--- src/hw/rtl/mpot_pkg.sv ---
// ----------------------------------------------------------------------------
// mpot_pkg: shared constants and types of the MPO trace chain
// Widths, fixed-point formats and the structs passed between the modules.
// ----------------------------------------------------------------------------
package mpot_pkg;

  // Bond and physical index limits.
  localparam int BOND_MAX = 64;
  localparam int PHYS_MAX = 8;
  localparam int BOND_W   = $clog2(BOND_MAX);

  // Fixed field widths of the item and result.
  localparam int IDX_W      = 6;
  localparam int PHYS_W     = 3;
  localparam int PHYS_DIM_W = 4;
  localparam int VAL_W      = 32;   // Q4.28
  localparam int ACC_W      = 48;   // Q16.32

  localparam logic [PHYS_DIM_W-1:0] PHYS_DIM_RST = PHYS_DIM_W'(2);

  // Product arithmetic: the carry entry is split into two halves.
  localparam int VAL_FRAC = 28;
  localparam int HALF_W   = ACC_W / 2;
  localparam int PP_W     = HALF_W + VAL_W;
  localparam int RND_SH   = VAL_FRAC - HALF_W;
  localparam int PROD_W   = PP_W + 1 - RND_SH;
  localparam int SUM_W    = PROD_W + 1;

  localparam logic signed [ACC_W-1:0] ONE_Q32 = {{(ACC_W-33){1'b0}}, 1'b1, 32'd0};
  localparam logic signed [ACC_W-1:0] ACC_MAX = {1'b0, {(ACC_W-1){1'b1}}};
  localparam logic signed [ACC_W-1:0] ACC_MIN = {1'b1, {(ACC_W-1){1'b0}}};

  // Write request into one vector bank.
  typedef struct packed {
    logic                    en;
    logic [BOND_W-1:0]       addr;
    logic signed [ACC_W-1:0] data;
  } bank_wr_t;

  // One result item.
  typedef struct packed {
    logic signed [ACC_W-1:0] trace_value;
    logic                    saturated;
  } result_t;

endpackage

--- src/hw/rtl/mpot_bank.sv ---
// ----------------------------------------------------------------------------
// mpot_bank: one vector bank of the MPO trace chain
// A 1-write, 1-read memory with registered read data and per-entry valid
// bits; an entry that is not valid reads as zero, and clear empties all.
// ----------------------------------------------------------------------------
module mpot_bank (
  input  logic                                 clk_i,
  input  logic                                 rst_ni,
  input  logic                                 clear_i,
  input  mpot_pkg::bank_wr_t                   wr_i,
  input  logic [mpot_pkg::BOND_W-1:0]          rd_addr_i,
  output logic signed [mpot_pkg::ACC_W-1:0]    rd_data_o
);

  logic signed [mpot_pkg::ACC_W-1:0] mem_q [mpot_pkg::BOND_MAX];
  logic signed [mpot_pkg::ACC_W-1:0] rd_q;
  logic [mpot_pkg::BOND_MAX-1:0]     valid_q;
  logic                              rd_valid_q;

  // Memory array: write port and registered read port.
  always_ff @(posedge clk_i) begin
    if (wr_i.en) begin
      mem_q[wr_i.addr] <= wr_i.data;
    end
    rd_q <= mem_q[rd_addr_i];
  end

  // Valid bits; a clear takes priority over a write in the same cycle.
  always_ff @(posedge clk_i or negedge rst_ni) begin
    if (!rst_ni) begin
      valid_q    <= '0;
      rd_valid_q <= 1'b0;
    end else begin
      rd_valid_q <= valid_q[rd_addr_i];
      if (clear_i) begin
        valid_q <= '0;
      end else if (wr_i.en) begin
        valid_q[wr_i.addr] <= 1'b1;
      end
    end
  end

  assign rd_data_o = rd_valid_q ? rd_q : '0;

endmodule

--- config.mk ---
export PLATFORM = sky130hd
export DESIGN_NAME = mpot_bank
export DESIGN_NICKNAME = d
export VERILOG_FILES = /design/src/hw/rtl/mpot_pkg.sv /design/src/hw/rtl/mpot_bank.sv
export SDC_FILE = /design/constraint.sdc
export NUM_CORES = 2
export LEC_CHECK = 0
export BUFFER_PORTS_ARGS = -buffer_cell sky130_fd_sc_hd__buf_4
export CAP_MARGIN = 20
export CORE_MARGIN = 3
export CORE_UTILIZATION = 31
export DETAILED_ROUTE_END_ITERATION = 12
export HOLD_SLACK_MARGIN = 0.03
export PLACE_DENSITY = 0.5
export SLEW_MARGIN = 10
export SYNTH_ARGS = -nofsm -noshare
export SYNTH_HDL_FRONTEND = slang
export SYNTH_SLANG_ARGS = --single-unit
--- constraint.sdc ---
create_clock -name clk_i -period 1.4 [get_ports clk_i]
set_input_delay 0.21 -clock clk_i [delete_from_list [all_inputs] [get_ports clk_i]]
set_output_delay 0.21 -clock clk_i [all_outputs]
set_load 0.02 [all_outputs]
Yosys cells after proc, flatten, opt, wreduce, memory -nomap -nowiden
Memories as Yosys holds them, arrays and structs flattened. A register that Yosys moved wholly into a read port is not among the register bits. Index checks and enable logic that the tools add are counted.

Output and inout bits: 48. Word-level logic and storage cells: 18. Bits in registers: 65. Memories: 1. Bits of input ports: 64. Bits in writable memories: 3072.

Multiplexer cells: 9. Order comparisons: 3. Bitwise logic cells: 1. Reduce and logical (&&, ||, !) cells: 2.

Memory list: mem_q (depth 64, bits a word 48, rd ports 1, clocked after memory_dff 1, write ports 1, line mpot_bank.sv:15) `logic signed [mpot_pkg::ACC_W-1:0] mem_q [mpot_pkg::BOND_MAX];`.

Operator list (number): $mux 64 (2); $or 64x64->64 (1); $mux 48 (1); $lt 6x7->1 const B (2); $bmux 1 s6 (1); $demux 1 s6 (1); $ge 6x1->1 const B (1); $mux 1 (4); $reduce_bool 2->1 (1); $logic_and 1x1->1 (1).

Logic depth before layout (Yosys ltp)
Depth in word-level cells: 7. Gate-level depth with buffers: 9.

Worst setup path before layout
Ideal clock, no wire load.

Path kind: input-to-reg. Start point: input wr_i[53] (netlist bit). End point: memory mem_q[48][0] (netlist bit) (enable). Library setup time: 576 ps. Data arrival time: 5453 ps. Slack: -4629 ps. Stages on the path: 4. Path buffers: 1. Required time: 824 ps. Cells stage by stage: clkbuf_1 > nand3_1 > or2_2 > nor4_1.

RTL lines: start, declared (line mpot_bank.sv:10) `input mpot_pkg::bank_wr_t wr_i,`; end, declared (line mpot_bank.sv:15).

No word-level cell before the write port.

Final worst setup path
Start point: register rd_valid_q. End point: output rd_data_o[6] (netlist bit).

Longest elaborated chain between the ends: 1.

Ends and longest elaborated chain: start, declared (line mpot_bank.sv:18) `logic rd_valid_q;`; start signal, assigned (line mpot_bank.sv:34) `rd_valid_q <= valid_q[rd_addr_i];`; $mux 48 (line mpot_bank.sv:43) `assign rd_data_o = rd_valid_q ? rd_q : '0;`; end, declared (line mpot_bank.sv:12) `output logic signed [mpot_pkg::ACC_W-1:0] rd_data_o`.

Every way passes these cells.

==> flow_summary.ini <==
[outcome]
status = finished with violations
violations = negative setup slack

[timing]
timing.slew.headroom = 0.356
holdWs_ns = 0.0750
min_period_over_period = 1.63
fin_crit_ns = 2.28
worst_slew_pin_slew_ns = 0.967
fmax_mhz = 438
setup_slack_ns = -0.883
finClkSkew_ns = 0.0549
rsz0062_at_grt = true
final_max_slew_viol_count = 0
setup_viol = 2369
finalHoldViolations = 0

[yosys]
synthesis.area_um2 = 120000
synth_ff_type = edfxtp_1
synth_area_leaders = edfxtp_1, mux4_2, dfrtp_1, o22ai_1, mux2i_1
netlist_instances = 5281
ys_types = 41
yosysTopAreaCellShare = 0.768
synth_edf_count = 3072
synth_largest_area_cell = edfxtp_1
async_reset_ff_frac = 0.0204
syn-mean-instance-area_um2 = 22.7
yosys_warnings = 0
synthesis.nets = 5345
ys_seq_area_frac = 0.790
ys_ff_latch = 3185

[routing]
drc_errors = 0
route.final.wire_length_um = 383000
wl_met1_um = 162000
wl_per_cell_um = 32.6
dr_wl_met2_um = 189000
ant_nets = 0
dr_wl_met3_um = 22300
first_pass_iters = 6
dr.max_layer_used = met4
drt_iter0_drc = 7158
via_count = 61700
drt-vias-per-instance = 5.24

[worst_setup_path]
path_max_fanout = 4
r2r_slack_ns = -0.37
required_ns = 1.19
path_delay_family = buffers and inverters
crit_type = reg2out
cpMostUsedCell = buf_12
reg2reg_from = mem_q[30][42]
critPathCaptureType = primary output
path_buf_inv = 4
arrival_ns = 2.07
critPathLaunchType = register
r2r_end = rd_q[42]
cpMaxStageDelayCell = dfrtp_4
crit_chain = buf_12 > buf_12 > buf_12 > and2_4 > buf_6
r2r_cells = 5
cpPeakStageDelay_ns = 0.50

[final_layout]
final_nets = 6409
area_growth_syn_to_layout_pct = 25.8
final_core_utilization = 0.394
nFillCells = 34200
fin_area_um2 = 151000
final_layout_size_suffix_gt1_frac = 0.393

[min_path]
hp-class = in2reg
hold_path_end = mem_q[48][28]
holdPathStages = 5
hp-start = wr_i[54]

[placement]
routabilityCongestion = 0.807
io_buffers = 111
placed_area_um2 = 138000
place_hpwl_um = 241000

[grt]
grt_pass1_vias = 63000
grt_usage = 0.190
grt_pass1_wl_um = 528000
grt_max_degree = 65
antenna_found_initial = 23
grt_overflow = 0

[pwr]
p_leak_nw = 48.4
peakVddDrop_mv = 1.06
p_per_area_nw_per_um2 = 1350
power.total_w = 0.204

[floorplanning]
start_util = 0.313
fp.dieH_um = 628
dieArea_um2 = 395000
dieWidth_um = 628
num_rows = 227
io-pin-count = 112
core_um2 = 384000

[clock_network]
clkTransAtPathRegs_ns = 0.07
cts_sinks = 3185
numCtsBuffers = 328
cts_tree = yes
cts_root_buf = clkbuf_16
h-tree-depth = 5
cts_max_path_buffers = 4
clock_latency_ns = 0.89

[job]
cap_violations = 0
routing by layer:
metal | vias up | GRT usage
met5 | - | 0
met4 | 0 | 0.0487
met3 | 479 | 0.0251
met2 | 2254 | 0.318
met1 | 34200 | 0.263
li1 | 24800 | -
final cells by class:
| class | instances | area (um^2) | share of cell area |
|---|---|---|---|
| flip-flops and latches | 3185 | 94800 | 0.628 |
| multi-input cells | 1794 | 26400 | 0.175 |
| repair buffers | 1036 | 13100 | 0.0866 |
| clock buffers | 431 | 9030 | 0.0597 |
| well taps | 5152 | 6450 | 0.0427 |
| clock inverters | 157 | 1350 | 0.00890 |
| diodes | 4 | 10.0 | 0.0000662 |
through the flow:
step	worst slack, ns	cells	setup TNS, ns
2_1_floorplan	-1.42	5281	-3263.58
5_1_grt	-0.939	11800	-401.61
3_3_place_gp	-1.87	11100	-1419.03
6_report	-0.883	11800	-460.11
3_5_place_dp	-1.60	11100	-1391.52
4_1_cts	-0.946	11700	-517.65
power by group:
group	internal, W	switching (W)
clock	0.0491	0.0365
combinational	0.00576	0.00740
sequential	0.105	0.000360
worst max-delay path by stage:
stage	cells past startpoint	start	end	slack, ns
after floorplan	4	wr_i[53]	mem_q[48][0]	-1.42
after global placement	8	rd_addr_i[1]	rd_q[12]	-1.87
after detailed placement	9	rd_addr_i[1]	rd_q[31]	-1.60
after CTS	5	rd_valid_q	rd_data_o[2]	-0.95
after global routing	5	rd_valid_q	rd_data_o[2]	-0.94
final	5	rd_valid_q	rd_data_o[6]	-0.88
layout by cell type, fill, tap and decap left out, types with 33 or more instances in the layout:
cell type	Yosys	final
buf_6	14	55
clkbuf_16	0	340
buf_4	40	529
dlygate4sd3_1	0	56
nor2_1	217	152
buf_12	0	383
clkinv_1	0	68
dfrtp_1	65	64
o22ai_2	0	61
o221ai_1	63	39
a21oi_1	66	51
dfxtp_1	48	48
clkinv_2	0	47
clkbuf_1	124	71
nor2_4	0	60
mux2i_1	105	95
and2_4	0	48
a22oi_1	35	33
o22ai_1	178	95
mux4_2	754	754
edfxtp_1	3072	3072
logic make-up after synthesis:
| kind of cell | after synthesis | synth area share |
|---|---|---|
| compound gates | 468 | 0.0271 |
| buf+inv | 302 | 0.0126 |
| flops | 3185 | 0.790 |
| mux | 895 | 0.154 |
| simple gates | 431 | 0.0171 |
flip-flops by register name (all words and copies together) (netlist names):
signal and count:
valid_q 64, rd_q 48, rd_valid_q 1, mem_q 3072
timing repair:
item                                   4_1_cts  5_1_grt
cloned                                       2        2
endpoints found under the hold margin     3218       11
setup buffers                                7        6
pin swaps                                   82       20
resized for setup                          392       56
hold buffers                                58        4
setup endpoints to repair                   97     3121
cells in the mapped netlist, drive strengths merged (35+ instances only):
cell type  instances
edfxtp          3072
mux4             754
nor2             217
buf              178
o22ai            178
clkbuf           124
mux2i            105
a21oi             66
dfrtp             65
o221ai            63
and2              54
dfxtp             48
nor4              39
mux2              36
a22oi             35
worst register-to-register path, cell delays in order (launching register included):
cell and delay [ns]:
edfxtp_1 0.36, mux4_2 0.49, mux2_4 0.30, a221oi_2 0.24, buf_4 0.20, nor4_4 0.04
Note: power is estimated with default switching activity, not from simulation.
