`config.mk`:
```
export PLATFORM = sky130hd
export DESIGN_NAME = mpot_out_fifo_flat
export DESIGN_NICKNAME = d
export VERILOG_FILES = /design/src/hw/rtl/mpot_pkg.sv /design/src/hw/rtl/mpot_chan_if.sv /design/src/hw/rtl/mpot_out_fifo.sv /design/src/flat_wrapper.sv
export SDC_FILE = /design/constraint.sdc
export NUM_CORES = 1
export LEC_CHECK = 0
export BUFFER_PORTS_ARGS = -buffer_cell sky130_fd_sc_hd__clkbuf_2
export CORE_MARGIN = 10
export CORE_UTILIZATION = 50
export CTS_CLUSTER_SIZE = 20
export DETAILED_ROUTE_END_ITERATION = 16
export GPL_TIMING_DRIVEN = 0
export HOLD_SLACK_MARGIN = 0.03
export PLACE_DENSITY_LB_ADDON = 0.2
export SETUP_SLACK_MARGIN = 0.3
export SLEW_MARGIN = 10
export SYNTH_ARGS = -nofsm -noshare
export SYNTH_HDL_FRONTEND = slang
export SYNTH_SLANG_ARGS = --single-unit
```
`constraint.sdc`:
```
create_clock -name clk_i -period 5 [get_ports clk_i]
set_input_delay 1 -clock clk_i [delete_from_list [all_inputs] [get_ports clk_i]]
set_output_delay 1 -clock clk_i [all_outputs]
set_load 0.005 [all_outputs]
```
`src/hw/rtl/mpot_pkg.sv`:
```
// ----------------------------------------------------------------------------
// mpot_pkg: shared constants and types of the MPO trace chain
// Widths, fixed-point formats and the structs passed between the modules.
// ----------------------------------------------------------------------------
package mpot_pkg;

  // Bond and physical index limits.
  localparam int BOND_MAX = 64;
  localparam int PHYS_MAX = 8;
  localparam int BOND_W   = $clog2(BOND_MAX);

  // Fixed field widths of the item and result.
  localparam int IDX_W      = 6;
  localparam int PHYS_W     = 3;
  localparam int PHYS_DIM_W = 4;
  localparam int VAL_W      = 32;   // Q4.28
  localparam int ACC_W      = 48;   // Q16.32

  localparam logic [PHYS_DIM_W-1:0] PHYS_DIM_RST = PHYS_DIM_W'(2);

  // Product arithmetic: the carry entry is split into two halves.
  localparam int VAL_FRAC = 28;
  localparam int HALF_W   = ACC_W / 2;
  localparam int PP_W     = HALF_W + VAL_W;
  localparam int RND_SH   = VAL_FRAC - HALF_W;
  localparam int PROD_W   = PP_W + 1 - RND_SH;
  localparam int SUM_W    = PROD_W + 1;

  localparam logic signed [ACC_W-1:0] ONE_Q32 = {{(ACC_W-33){1'b0}}, 1'b1, 32'd0};
  localparam logic signed [ACC_W-1:0] ACC_MAX = {1'b0, {(ACC_W-1){1'b1}}};
  localparam logic signed [ACC_W-1:0] ACC_MIN = {1'b1, {(ACC_W-1){1'b0}}};

  // Write request into one vector bank.
  typedef struct packed {
    logic                    en;
    logic [BOND_W-1:0]       addr;
    logic signed [ACC_W-1:0] data;
  } bank_wr_t;

  // One result item.
  typedef struct packed {
    logic signed [ACC_W-1:0] trace_value;
    logic                    saturated;
  } result_t;

endpackage

```
`src/hw/rtl/mpot_chan_if.sv`:
```


// Output channel: one trace per transfer.
interface mpot_result_if;
  logic                              valid;
  logic                              ready;
  logic signed [mpot_pkg::ACC_W-1:0] trace_value;
  logic                              saturated;

  modport source (output valid, trace_value, saturated, input ready);
  modport sink (input valid, trace_value, saturated, output ready);
endinterface

```
`src/hw/rtl/mpot_out_fifo.sv`:
```
// ----------------------------------------------------------------------------
// mpot_out_fifo: two-entry result buffer of the MPO trace chain
// Decouples finished traces from the result channel so the input side
// keeps moving while a result waits to be taken, until both entries are full.
// ----------------------------------------------------------------------------
module mpot_out_fifo (
  input  logic              clk_i,
  input  logic              rst_ni,
  input  logic              push_i,
  input  mpot_pkg::result_t push_data_i,
  output logic              full_o,
  mpot_result_if.source     result_o
);

  mpot_pkg::result_t data_q [2];
  logic              wr_ptr_q;
  logic              rd_ptr_q;
  logic [1:0]        count_q;
  logic              pop;

  assign pop = result_o.valid & result_o.ready;

  // Entry storage.
  always_ff @(posedge clk_i) begin
    if (push_i) begin
      data_q[wr_ptr_q] <= push_data_i;
    end
  end

  // Pointers and fill count.
  always_ff @(posedge clk_i or negedge rst_ni) begin
    if (!rst_ni) begin
      wr_ptr_q <= 1'b0;
      rd_ptr_q <= 1'b0;
      count_q  <= 2'd0;
    end else begin
      if (push_i) begin
        wr_ptr_q <= ~wr_ptr_q;
      end
      if (pop) begin
        rd_ptr_q <= ~rd_ptr_q;
      end
      case ({push_i, pop})
        2'b10:   count_q <= count_q + 2'd1;
        2'b01:   count_q <= count_q - 2'd1;
        default: count_q <= count_q;
      endcase
    end
  end

  assign full_o               = (count_q == 2'd2);
  assign result_o.valid       = (count_q != 2'd0);
  assign result_o.trace_value = data_q[rd_ptr_q].trace_value;
  assign result_o.saturated   = data_q[rd_ptr_q].saturated;

endmodule
```
`src/flat_wrapper.sv`:
```
// flat-port wrapper written by rule: the top's interface ports become plain ports
module mpot_out_fifo_flat 
  (clk_i, rst_ni, push_i, push_data_i, full_o, result_o_valid, result_o_trace_value, result_o_saturated, result_o_ready);
  mpot_result_if result_o_i ();
  input  logic clk_i;
  input  logic rst_ni;
  input  logic push_i;
  input  mpot_pkg::result_t push_data_i;
  output logic full_o;
  output wire logic [$bits(result_o_i.valid)-1:0] result_o_valid;
  output wire logic [$bits(result_o_i.trace_value)-1:0] result_o_trace_value;
  output wire logic [$bits(result_o_i.saturated)-1:0] result_o_saturated;
  input wire logic [$bits(result_o_i.ready)-1:0] result_o_ready;
  assign result_o_valid = result_o_i.valid;
  assign result_o_trace_value = result_o_i.trace_value;
  assign result_o_saturated = result_o_i.saturated;
  assign result_o_i.ready = result_o_ready;
  mpot_out_fifo u_core (.clk_i(clk_i), .rst_ni(rst_ni), .push_i(push_i), .push_data_i(push_data_i), .full_o(full_o), .result_o(result_o_i));
endmodule
```
After elaboration in Yosys (flattened, before gate mapping)

Memories as Yosys holds them, arrays and structs flattened.
Index checks and enable logic that the tools add are counted.

Add/sub/neg operators: 2
Eq/ne operators: 3
Mux-type cells: 3
Bitwise logic cells: 3
Reductions and logical operators: 2

Operator list:

| cell                                                                   | number |
|---|---|
| 2-bit equality test (second input constant)                            | 2 |
| 2-bit one-hot mux with 2 select lines                                  | 1 |
| 2-bit nonzero test                                                     | 2 |
| 2-bit by 1-bit adder with 2-bit output (second input constant)         | 1 |
| 2-bit by 1-bit equality test with 1-bit output (second input constant) | 1 |
| 1-bit 2-to-1 mux                                                       | 2 |
| 1-bit inverter                                                         | 2 |
| 2-bit by 1-bit subtractor with 2-bit output (second input constant)    | 1 |
| 1-bit AND                                                              | 1 |

Register bits: 4
Memory bits (writable): 98
Output and inout bits: 51
Logic and storage cells: 17
Memories kept: 1

Memories:

| memory        | depth | width | rd ports | clocked after memory_dff | wr ports | line                | text |
|---|---|---|---|---|---|---|---|
| u_core.data_q | 2     | 49    | 1        | 0                        | 1        | mpot_out_fifo.sv:15 | `mpot_pkg::result_t data_q [2];` |

Longest topological paths before layout

Depth in word-level cells: 4
Gate-level depth with buffers: 6
Depth with buffers taken out: 6

Worst setup path after synthesis

No wires, ideal clock.

Kind: in2reg
From: input port push_i
To: memory u_core.data_q[0][0] in the netlist's numbering (enable)
Setup time: 0.457 ns
Arrival time: 3.116 ns
Path slack: 1.427 ns
Stages on the path: 2
Buffers on the path: 0
Cell sequence: inv_1 nor2_1

Cells in the longest elaborated chain, start to end: 2

RTL lines:

| element                                | line                | text |
|---|---|---|
| from (decl)                            | flat_wrapper.sv:7   | `input logic push_i;` |
| 1-bit 2-to-1 mux                       | mpot_out_fifo.sv:25 | `if (push_i) begin` |
| 1-bit 2-to-1 mux (not written as such) | mpot_out_fifo.sv:26 | `data_q[wr_ptr_q] <= push_data_i;` |
| to (decl)                              | mpot_out_fifo.sv:15 |  |

No other way between the ends.

Worst setup path in the final report

From: register u_core.rd_ptr_q
To: output port result_o_trace_value[42]

Cells in the longest elaborated chain, start to end: 1

RTL lines:

| element                | line                | text |
|---|---|---|
| from (decl)            | mpot_out_fifo.sv:17 | `logic rd_ptr_q;` |
| from (signal assigned) | mpot_out_fifo.sv:41 | `rd_ptr_q <= ~rd_ptr_q;` |
| memory read 2 x 49 bit | n/a                 |  |
| to (decl)              | flat_wrapper.sv:11  | `output wire logic [$bits(result_o_i.trace_value)-1:0] result_o_trace_value;` |

No other way between the ends.

==> results.ini <==
[cts]
post_cts_resized=0
h-tree-depth=3
cts_made_buffers=9
cts.sinks=102
cts_setup_buffers=0
clk_pin_slew_ns=0.09
cts_hold_repair.buffers=0
cts_tree=done
cts_root_buffer=clkbuf_8
clk_latency_ns=0.34
clock_path_buffers=2

[routing]
drtIter0Drc=49
wl_per_cell_um=17.07
drc=0
num_vias=1880
drtPass1Iterations=4
via_per_inst=4.796
antenna_left=0
wirelength_mm=6.693

[global_route]
grt_pass1_wl_mm=10.38
grt_max_degree=27
antenna_found_initial=0
grt-ovfl-total=0
first_global_vias=2031
grt_usage_pct=11.59

[flow_run]
drv_cap=0

[synth]
synth_top_area_share_pct=74.57
yosys-top-cells-area=edfxtp_1 75%, mux2_4 19%, dfrtp_1 2.5%, buf_6 1.7%, xor2_1 0.67%
synthArstFlopShare_pct=3.922
netlist_area_um2=3946
netlist_instances=170
yosys.area_share.xor_xnor_pct=1.110
yosys.area_share.adder_pct=0.3171
synthMuxAreaShare_pct=18.64
syn_nets=224
ys_seq_area_share_pct=77.11
synth_cell_types=13
ys_top_cells_by_count=98 x edfxtp_1, 49 x mux2_4, 6 x buf_6
synth_simple_gate_area_share_pct=1.015
avgSynthCellArea_um2=23.21
synth_ff_type=edfxtp_1
yosysWarnings=0
yosysTopAreaCell=edfxtp_1
synth_top_family_by_area=multiplexers
synth_compound_area_share_pct=0
synth-edff-count=98
synth_seq_cells=102
yosysMostFrequentCell=edfxtp_1

[setup_path]
crit_type=register to output port
crit_path_end_kind=output port
cp_num_buf_inv=3
critPathArrivalTime_ns=1.43
cp_cell_sequence=buf_6 > buf_6 > mux2_4 > clkbuf_2
critPathMostFrequentCell=buf_6
path_delay_family=buffers and inverters
required_ns=4.00
worst_setup_path_start_kind=register
crit_fanout=10
slowest_delay_ns=0.38
slowest_stage=dfrtp_1

[worst_hold_path]
hp-class=input pin to asynchronous set/reset pin

[power]
total_power_mw=2.541
power_frac_seq_pct=46.6
p_int_mw=1.863
p_per_area_nw_per_um2=527.4
power_frac_comb_pct=34.7
p_leak_nw=1.985
p_sw_mw=0.6776
pwr-share-clk_pct=18.7
switching_share_pct=26.67
vdd_ir_drop_max_uv=267.7

[timing]
relSlewSlack_pct=49.97
tns_ns=0
max_freq_ghz=0.4113
rsz0062_at_grt=false
post-route-period-util_pct=48.63
worst_pin_slew_ns=0.7487
fin_ws_ns=2.568
fin_crit_ns=2.432
finalHoldViolations=0
slew_violations=0
skew_ns=0.005570
setup_viol=0

[die]
initial_utilization_pct=51.33
die-area_um2=11850
num_rows=32
io_pins=104
die-width_um=108.8
core_um2=7687
die_h_um=108.8

[cells_and_area]
stdcell_count=392
final_core_util_pct=62.68
area_growth_pct=22.10
fin_nets=340
diodes=0
fillerInstances=584
drive_gt1_share_pct=61.03

[placement]
io_buffers=103
gp_congestion=0.6684
place.detailed.hpwl_mm=4.877
placed_cells=377
place_ws_ns=2.608

[run_status]
status=finished clean

[cell families after synthesis]
| kind of cell | count (synthesis) |
|---|---|
| mux | 49 |
| buf+inv | 7 |
| fa+ha+maj | 1 |
| flops | 102 |
| xor+xnor | 5 |
| simple gates | 6 |
[flip-flops by register name (all words and copies together) (netlist names)]
name,count
u_core.wr_ptr_q,1
u_core.data_q,98
u_core.rd_ptr_q,1
u_core.count_q,2
[layer usage]
metal / track usage [%] / part of all wire, % / vias to the layer above
met4: 4.520 / 0.88 / 0
met2: 19.61 / 52 / 65
met3: 5.251 / 9.6 / 7
met5: 0 / 0 / -
li1: - / - / 890
met1: 12.49 / 38 / 918
[worst reg2reg max path, cell delays in order (launching register included)]
cell and delay (ns):
dfrtp_1 0.43, nor2_4 0.62, buf_12 0.28
[through the flow]
step,hold slack [ns],instance area (um2)
4_1_cts,0.4278,4818
2_1_floorplan,0.4555,3946
5_1_grt,0.4188,4818
3_3_place_gp,0.4744,4589
3_5_place_dp,0.4896,4638
6_report,0.4462,4818
[power by group through the flow]
stage	clock, mW	sequential [mW]	combinational, mW
2_1_floorplan	0	1.20	0.588
3_3_place_gp	0	1.21	0.879
3_5_place_dp	0	1.21	0.909
4_1_cts	0.490	1.19	0.912
5_1_grt	0.519	1.20	0.962
6_report	0.475	1.18	0.882
[area by class of cell]
cell class,instances,area [um2],area share (%)
clock buffer,11,131.4,2.727
multi-input combinational,61,840.8,17.45
clock inverter,4,48.80,1.013
tap,102,127.6,2.649
timing repair buffer,105,555.5,11.53
inverter,1,3.754,0.07790
sequential,102,3043,63.15
buffer,6,67.56,1.402
[worst paths after layout]
check                                  start                       end  slack [ns]  cells past startpoint
setup / recovery             u_core.rd_ptr_q  result_o_trace_value[42]        2.57                      4
hold / removal                        rst_ni         u_core.count_q[1]        0.45                      1
setup reg to reg             u_core.wr_ptr_q      u_core.data_q[0][28]        3.37                      2
hold reg to reg            u_core.count_q[1]         u_core.count_q[1]        0.50                      1
max in group asynchronous             rst_ni           u_core.rd_ptr_q        4.43                      1
min in group clk_i         u_core.count_q[1]         u_core.count_q[1]        0.50                      1
[cells in the final DEF (no fill, tap or decap), drive strengths merged]
master,synthesis,layout
clkbuf,0,114
edfxtp,98,98
mux2,49,49
buf,6,8
dfrtp,4,4
xor2,3,3
xnor2,2,2
clkinvlp,0,2
and2,2,2
nor2,2,2
or2,1,1
and2b,1,1
inv,1,1
ha,1,1
clkinv,0,1
bufinv,0,1
Power figures use the tool's default switching activity.
